==> src/rtl/ttcw_pkg.sv <==
// ttcw_pkg: screen geometry, field widths, codes and shared types for the
// character terminal writer. No dependencies.
`timescale 1ns / 1ps

package ttcw_pkg;

    localparam int COLUMNS    = 40;
    localparam int LINES      = 24;
    localparam int CELL_COUNT = COLUMNS * LINES;
    localparam int ADDR_W     = $clog2(CELL_COUNT);

    localparam int OP_W   = 2;
    localparam int CHAR_W = 8;
    localparam int IDX_W  = 10;
    localparam int COL_W  = 6;
    localparam int ROW_W  = 5;
    localparam int CODE_W = 6;
    localparam int ASCII_W = 7;

    localparam logic [ASCII_W-1:0] CHAR_CR        = 7'h0D;
    localparam logic [ASCII_W-1:0] CHAR_PRINT_MIN = 7'h20;
    localparam logic [CODE_W-1:0]  BLANK_RESET    = 6'd32;

    typedef enum logic [OP_W-1:0] {
        OP_WRITE = 2'd0,
        OP_CLEAR = 2'd1,
        OP_READ  = 2'd2
    } t_op;

    typedef struct packed {
        logic [COL_W-1:0]  col;
        logic [ROW_W-1:0]  row;
        logic [CODE_W-1:0] glyph;
        logic [ADDR_W-1:0] offs;
        logic              moved;
        logic              store;
        logic              scroll;
    } t_cur_upd;

endpackage

==> src/rtl/ttcw_cursor.sv <==
// ttcw_cursor: decodes one display byte against the cursor: glyph, cell
// offset, next cursor and scroll request. Depends on ttcw_pkg.
`timescale 1ns / 1ps

module ttcw_cursor
    import ttcw_pkg::*;
(
    input  logic [COL_W-1:0]   i_col,
    input  logic [ROW_W-1:0]   i_row,
    input  logic [CHAR_W-1:0]  i_char,
    output t_cur_upd           o_upd
);

    logic [ASCII_W-1:0] ch;
    logic [ROW_W:0]     row_inc;
    logic               adv_row;

    assign ch      = i_char[ASCII_W-1:0];
    assign row_inc = {1'b0, i_row} + (ROW_W+1)'(1);

    always_comb begin
        o_upd.glyph = {~ch[6], ch[4:0]};
        o_upd.offs  = ADDR_W'(i_row) * ADDR_W'(COLUMNS) + ADDR_W'(i_col);
        o_upd.col   = i_col;
        o_upd.row   = i_row;
        o_upd.moved = 1'b1;
        o_upd.store = 1'b0;
        adv_row     = 1'b0;
        if (ch == CHAR_CR) begin
            o_upd.col = '0;
            adv_row   = 1'b1;
        end else if (ch < CHAR_PRINT_MIN) begin
            o_upd.moved = 1'b0;
        end else begin
            o_upd.store = 1'b1;
            if (i_col < COL_W'(COLUMNS - 1)) begin
                o_upd.col = i_col + COL_W'(1);
            end else begin
                o_upd.col = '0;
                adv_row   = 1'b1;
            end
        end
        o_upd.scroll = adv_row && (row_inc >= (ROW_W+1)'(LINES));
        if (adv_row) begin
            o_upd.row = o_upd.scroll ? ROW_W'(LINES - 1) : row_inc[ROW_W-1:0];
        end
    end

endmodule

==> config.mk <==
export PLATFORM = sky130hd
export DESIGN_NAME = ttcw_cursor
export DESIGN_NICKNAME = d
export VERILOG_FILES = /design/src/rtl/ttcw_pkg.sv /design/src/rtl/ttcw_cursor.sv
export SDC_FILE = /design/constraint.sdc
export NUM_CORES = 1
export LEC_CHECK = 0
export BUFFER_PORTS_ARGS = -buffer_cell sky130_fd_sc_hd__buf_2
export CORE_MARGIN = 3
export CORE_UTILIZATION = 35
export DETAILED_ROUTE_END_ITERATION = 8
export PLACE_DENSITY = 0.68
export SETUP_SLACK_MARGIN = 0.05
export SYNTH_ARGS = -nofsm -noshare
export SYNTH_HDL_FRONTEND = slang
export SYNTH_SLANG_ARGS = --single-unit
==> constraint.sdc <==
create_clock -name vclk -period 5.02
set_input_delay 0.251 -clock vclk [all_inputs]
set_output_delay 0.251 -clock vclk [all_outputs]
set_load 0.01 [all_outputs]
## Word level (Yosys, flattened, before mapping)

Index checks and enable logic that the tools add are counted.

| word-level totals | value |
|---|---|
| bits in registers | 0 |
| logic and storage cells | 20 |

| operators by class | value |
|---|---|
| add/sub/neg operators | 3 |
| multipliers | 1 |
| $lt $le $gt $ge | 3 |
| equal/unequal tests | 1 |
| multiplexer cells | 10 |
| bitwise gates (word level) | 1 |
| reduce and logical (&&, ||, !) cells | 1 |

Operators by type and width:

| kind | number |
|---|---|
| $mux W6 | 3 |
| $add A10 B6 Y10 | 1 |
| $mux W5 | 2 |
| $eq A7 B4 Y1 const B | 1 |
| $lt A7 B6 Y1 const B | 1 |
| $mul A5 B3 Y7 const B | 1 |
| $add A5 B1 Y6 const B | 1 |
| $add A6 B1 Y6 const B | 1 |
| $ge A6 B5 Y1 const B | 1 |
| $lt A6 B6 Y1 const B | 1 |
| $mux W1 | 4 |
| $mux W2 | 1 |
| $logic_and A1 B1 Y1 | 1 |
| $not A1 Y1 | 1 |

## Longest topological paths before layout

Gate-level depths: netlist of run 1.

| logic depth | value |
|---|---|
| word-level depth | 7 |
| gate-level depth with buffers | 7 |

## Worst setup path after synthesis of run 1

No wires, ideal clock.

| timing | value |
|---|---|
| kind | input-to-output |
| start | input i_row[1] |
| end | output o_upd[12] in the netlist's numbering |
| data arrival time | 1870 ps |
| path slack | 2899 ps |
| stages | 7 |
| path buffers | 0 |
| cell sequence | ha_1 ha_1 fa_1 xor2_1 o2111ai_1 xnor2_1 xnor2_1 |

RTL lines:

| item | line | source |
|---|---|---|
| start, declared | ttcw_cursor.sv:9 | `input logic [ROW_W-1:0] i_row,` |
| end, declared | ttcw_cursor.sv:11 | `output t_cur_upd o_upd` |

==> results of run 1 <==
## cell usage after synthesis
cell,instances
a211o_1,2
a211oi_1,1
a211oi_2,1
a21boi_0,2
a21o_1,5
a21oi_1,9
a2bb2oi_1,2
and3_1,1
buf_2,1
buf_4,8
clkbuf_1,1
fa_1,2
ha_1,12
inv_1,8
inv_2,1
mux2_1,1
mux2i_1,1
nand2_1,8
nand2b_1,1
nand3_1,4
nand3b_1,2
nand4_1,1
nor2_1,4
nor2_2,1
nor2b_1,1
nor3b_1,1
o2111ai_1,1
o211ai_1,1
o21a_1,1
o21ai_0,3
o21ba_2,1
o21bai_1,1
o22ai_1,1
or3_1,1
or4b_2,1
xnor2_1,6
xor2_1,3
## final cells by class
cell class,instances,area [µm²]
Fill cell,205,1030
Timing Repair Buffer,48,240
Tap cell,27,33.8
Inverter,9,33.8
Multi-Input combinational cell,82,641
## power by group through the flow
stage	clock network, W	registers, W	logic (W)
floorplan	0	0	0.0000752
global placement	0	0	0.000114
detailed placement	0	0	0.000116
CTS	0	0	0.000116
global route	0	0	0.000129
finish	0	0	0.000115
## stage by stage
step	worst slack, ns	total power (W)	hold slack [ns]	util
after floorplan	2.90	0.0000752	0.546	-
after global placement	2.55	0.000114	0.697	0.479
after detailed placement	2.52	0.000116	0.698	0.479
after CTS	2.53	0.000116	0.699	0.479
after global routing	2.33	0.000129	0.709	0.479
final	2.54	0.000115	0.697	0.479
## routing by layer
| metal | up-vias | routed length, µm | GRT usage |
|---|---|---|---|
| li1 | 433 | - | - |
| met3 | 0 | 127 | 0.00860 |
| met5 | - | 0 | 0 |
| met1 | 349 | 872 | 0.203 |
| met4 | 0 | 0 | 0 |
| met2 | 25 | 784 | 0.213 |
## critical path, stage by stage
cell and delay (ns):
buf_2 0.16, ha_1 0.31, ha_1 0.22, fa_1 0.38, xor2_1 0.24, o2111ai_1 0.19, xnor2_1 0.21, xnor2_1 0.13
buf_2 0.14
## kinds of logic (layout without fill, tap and decap cells)
group / count (synthesis) / in the layout
adders and majority gates: 14 / 14
AOI/OAI and AO/OA: 31 / 31
buffers and inverters: 19 / 57
and+or+nand+nor: 26 / 26
xor gates and xnor gates: 9 / 9
muxes: 2 / 2
## final timing paths
| check | endpoint | slack (ns) |
|---|---|---|
| worst min-delay path | o_upd[17] | 0.70 |
| worst max-delay path | o_upd[12] | 2.54 |
==> summary.md, run 1 <==
| Metric | Value |
|---|---|
| Worst-path fanout max | 10 |
| Complex-gate fraction of the synthesized area | 0.290 |
| Final setup viols | 0 |
| Unique masters post-synth | 37 |
| Hold buffer count at cts | 0 |
| Pin count of the biggest net entering global routing | 13 |
| Placer Congestion | 0.720 |
| Yosys warns | 0 |
| Ant diodes | 0 |
| Xor/xnor share of the synthesized area | 0.106 |
| Outcome | completed |
| Clk_buf instances | 0 |
| Global route overflow | 0 |
| Layout Cells excl Fill | 166 |
| Commonest non-fill, non-tap cell in the layout | buf_2 |
| Final Critical Period | 2.48 ns |
| Initial antenna violation count | 0 |
| Placed cells | 166 |
| Half-perimeter wire length after placement | 1510 µm |
| Sw Share | 0.546 |
| Syn nets | 134 |
| Max cap viols | 0 |
| Die Y | 52.1 µm |
| CP startpoint | i_row[1] |
| Finished Cell Area | 948 µm² |
| Cells after synthesis | 101 |
| Seq/Total Area, Yosys | 0 |
| Hold Path Class | in2out |
| DIE AREA | 2710 µm² |
| Placed cell areas | 948 µm² |
| PwrDens | 121 nW/µm² |
| Core region area | 1980 µm² |
| Row cnt | 16 |
| DR DRC count | 0 |
| Share of power burned in registers | 0 |
| F_max | 403 MHz |
| Seq_cells | 0 |
| CP Class | in2out |
| Initial Util | 0.375 |
| RSZ-0062 raised after global routing | no |
| Hold Fails Final Rpt | 0 |
| Post-Route WL | 1790 µm |
| Post-Syn Area | 743 µm² |
| Avg WL per Cell | 10.8 µm |
| Post-CTS Setup Repair Bufs | 0 |
| Peak supply drop | 0.0683 mV |
| Layout cell share with drive strength beyond 1 | 0.381 |
| IO Count | 49 |
| Area contributors post-synth | ha_1 (20%), buf_4 (8.1%), xnor2_1 (7.1%), a21oi_1 (6.1%), fa_1 (5.4%) |
| Worst path arrival time | 2.23 ns |
| Synth Area in Adders | 0.256 |
| Initial DRC Count | 4 |
| Post-Synth Simple-Gate Area | 0.182 |
| Layout Nets | 174 |
| Worst EP required | 4.77 ns |
| Port Buffers | 48 |
| Critical Path Start Type | primary input |
| Via Count | 807 |
| Die W | 52.1 µm |
| Internal | 0.0000521 W |
| Cell taking the most area after synthesis | ha_1 |
| Mean Syn Cell Area | 7.36 µm² |
| Commonest non-fill, non-tap cells in the layout | buf_2 (48), ha_1 (12), a21oi_1 (9), inv_1 (8), nand2_1 (8) |
| Logic pwr share | 1.000 |
| Post-synthesis mux area share | 0.0286 |
| First-pass GRT wire length | 2980 µm |
| Antenna viol nets, final | 0 |
| Sequential cell area | 0 µm² |
| Lkg Pwr | 0.517 nW |
| Vias in the first global route | 702 |
| Top-area cell type share of the netlist area | 0.202 |
| CP Capture Type | output port |
| Hold path cells | 2 |
| Slew @ Worst Pin | 0.335 ns |
| Max-slew violations | 0 |
| Clock power frac | 0 |
| Via density | 4.86 |
| Fin Setup TNS | 0 ns |
| CTS resizes | 0 |
| Largest family of logic cells by synthesized area | compound AO/OA/AOI/OAI gates |
| Net Sw Power | 0.0000627 W |
| Period utilization | 0.494 |
| Hold_sp | i_char[4] |
| GRT Total Usage | 0.133 |
| Area Overhead vs Synth | 27.6% |
| Slew Limit Headroom | 0.776 |
| First-pass DRT Iterations | 4 |
No activity file was read; power rests on OpenSTA's default activity.
==> inputs of run 2 (changes only) <==
==> constraint.sdc (replaced) <==
create_clock -name vclk -period 2.5
set_input_delay 0.125 -clock vclk [all_inputs]
set_output_delay 0.125 -clock vclk [all_outputs]
set_load 0.01 [all_outputs]
==> run 2 against run 1 <==
  * Global-route usage is 1.0 points higher
  * Cell area stayed put
  * Sequential cell count stayed put
  * Worst setup slack worse by 2.3 ns
==> summary.md, run 2 (synthesis gave the netlist of run 1 again) <==
| Metric | Value |
|---|---|
| Final Critical Period | 2.24 ns |
| Initial Util | 0.375 (unchanged) |
| Peak supply drop | 0.134 mV (was 0.0683 mV) |
| Worst EP required | 2.38 ns (was 4.77 ns) |
| RSZ-0062 raised after global routing | no (unchanged) |
| Initial DRC Count | 11 (was 4) |
| Worst-path fanout max | 10 (unchanged) |
| Global route overflow | 0 (unchanged) |
| Port Buffers | 48 (unchanged) |
| Commonest non-fill, non-tap cell in the layout | buf_2 (unchanged) |
| GRT Total Usage | 0.143 (was 0.133) |
| Layout cell share with drive strength beyond 1 | 0.381 (unchanged) |
| First-pass DRT Iterations | 4 (unchanged) |
| Fin Setup TNS | 0 ns (unchanged) |
| Avg WL per Cell | 11.7 µm (was 10.8 µm) |
| Footprint of the multi-input gates | 641 µm² (unchanged) |
| Worst path arrival time | 2.11 ns (was 2.23 ns) |
| Antenna viol nets, final | 0 (unchanged) |
| Slew @ Worst Pin | 0.337 ns (was 0.335 ns) |
| Hold buffer count at cts | 0 (unchanged) |
| Die Y | 52.1 µm (unchanged) |
| Overall Power | 0.000232 W (was 0.000115 W) |
| PwrDens | 245 nW/µm² (was 121 nW/µm²) |
| Placer Congestion | 0.725 (was 0.720) |
| Via density | 5.03 (was 4.86) |
| First-pass GRT wire length | 3190 µm (was 2980 µm) |
| Hold Fails Final Rpt | 0 (unchanged) |
| Pin count of the biggest net entering global routing | 13 (unchanged) |
| Die W | 52.1 µm (unchanged) |
| Max cap viols | 0 (unchanged) |
| Commonest non-fill, non-tap cells in the layout | buf_2 (48), ha_1 (12), a21oi_1 (9), inv_1 (8), nand2_1 (8) (unchanged) |
| Post-Route WL | 1930 µm (was 1790 µm) |
| Layout Nets | 174 (unchanged) |
| Slew Limit Headroom | 0.775 (was 0.776) |
| CTS resizes | 0 (unchanged) |
| DR DRC count | 0 (unchanged) |
| Hold Path Class | in2out (unchanged) |
| Sequential cell area | 0 µm² (unchanged) |
| Half-perimeter wire length after placement | 1660 µm (was 1510 µm) |
| Lkg Pwr | 0.517 nW (unchanged) |
| Period utilization | 0.895 |
| Final setup viols | 0 (unchanged) |
| Via Count | 835 (was 807) |
| Placed cells | 166 (unchanged) |
| F_max | 447 MHz |
| Min-Delay Endpoint | o_upd[17] (unchanged) |
| Hold_sp | i_char[4] (unchanged) |
| Fillcell total | 209 (was 205) |
| Post-CTS Setup Repair Bufs | 0 (unchanged) |
| Initial antenna violation count | 0 (unchanged) |
| Area Overhead vs Synth | 27.6% (unchanged) |
| Core region area | 1980 µm² (unchanged) |
| Row cnt | 16 (unchanged) |
| CP Class | in2out (unchanged) |
| IO Count | 49 (unchanged) |
| Max-slew violations | 0 (unchanged) |
| Ant diodes | 0 (unchanged) |
| CP Capture Type | output port (unchanged) |
| Layout Cells excl Fill | 166 (unchanged) |
| Outcome | completed (unchanged) |
| Seq_cells | 0 (unchanged) |
| Critical Path Start Type | primary input (unchanged) |
| Vias in the first global route | 741 (was 702) |
| Hold path cells | 2 (unchanged) |
| Clk_buf instances | 0 (unchanged) |
| DIE AREA | 2710 µm² (unchanged) |
## run 2: cell counts in the layout (fill, tap and decap cells not counted)
Identical to the previous run, type by type.
## run 2: stage by stage
step / area, µm² / worst slack, ns / hold slack, ns / util
finish: 948 / 0.264 / 0.444 / 0.479
global route: 948 / 0.106 / 0.463 / 0.479
CTS: 948 / 0.245 / 0.447 / 0.479
detailed placement: 948 / 0.258 / 0.446 / 0.479
global placement: 948 / 0.303 / 0.445 / 0.479
floorplan: 743 / 0.631 / 0.294 / -
## run 2: worst max path at each step
stage,endpoint,cells after the start,start,slack (ns)
finish,o_upd[12],9,i_row[1],0.26
global route,o_upd[12],9,i_row[1],0.11
CTS,o_upd[12],9,i_row[1],0.25
detailed placement,o_upd[12],9,i_row[1],0.26
global placement,o_upd[12],9,i_row[1],0.30
floorplan,o_upd[12],7,i_row[1],0.63
## run 2: per-layer routing
| metal | track usage | part of all wire | up-vias |
|---|---|---|---|
| li1 | - | - | 430 |
| met1 | 0.185 | 0.44 | 382 |
| met2 | 0.272 | 0.50 | 23 |
| met3 | 0.00860 | 0.059 | 0 |
| met4 | 0 | 0 | 0 |
| met5 | 0 | 0 | - |
## run 2: report_power, final
| part | internal [W] | switching, W | total, W |
|---|---|---|---|
| Combinational | 0.000105 | 0.000127 | 0.000232 |
| Sequential | 0 | 0 | 0 |
| Clock | 0 | 0 | 0 |
## run 2: critical path, stage by stage
cell       delay [ns]
buf_2            0.16
ha_1             0.32
ha_1             0.22
fa_1             0.38
xor2_1           0.24
o2111ai_1        0.17
xnor2_1          0.21
xnor2_1          0.13
buf_2            0.14
## run 2: area by class of cell
class	instances	area share
Timing Repair Buffer	48	0.253
Multi-Input combinational cell	82	0.675
Tap cell	27	0.0356
Inverter	9	0.0356
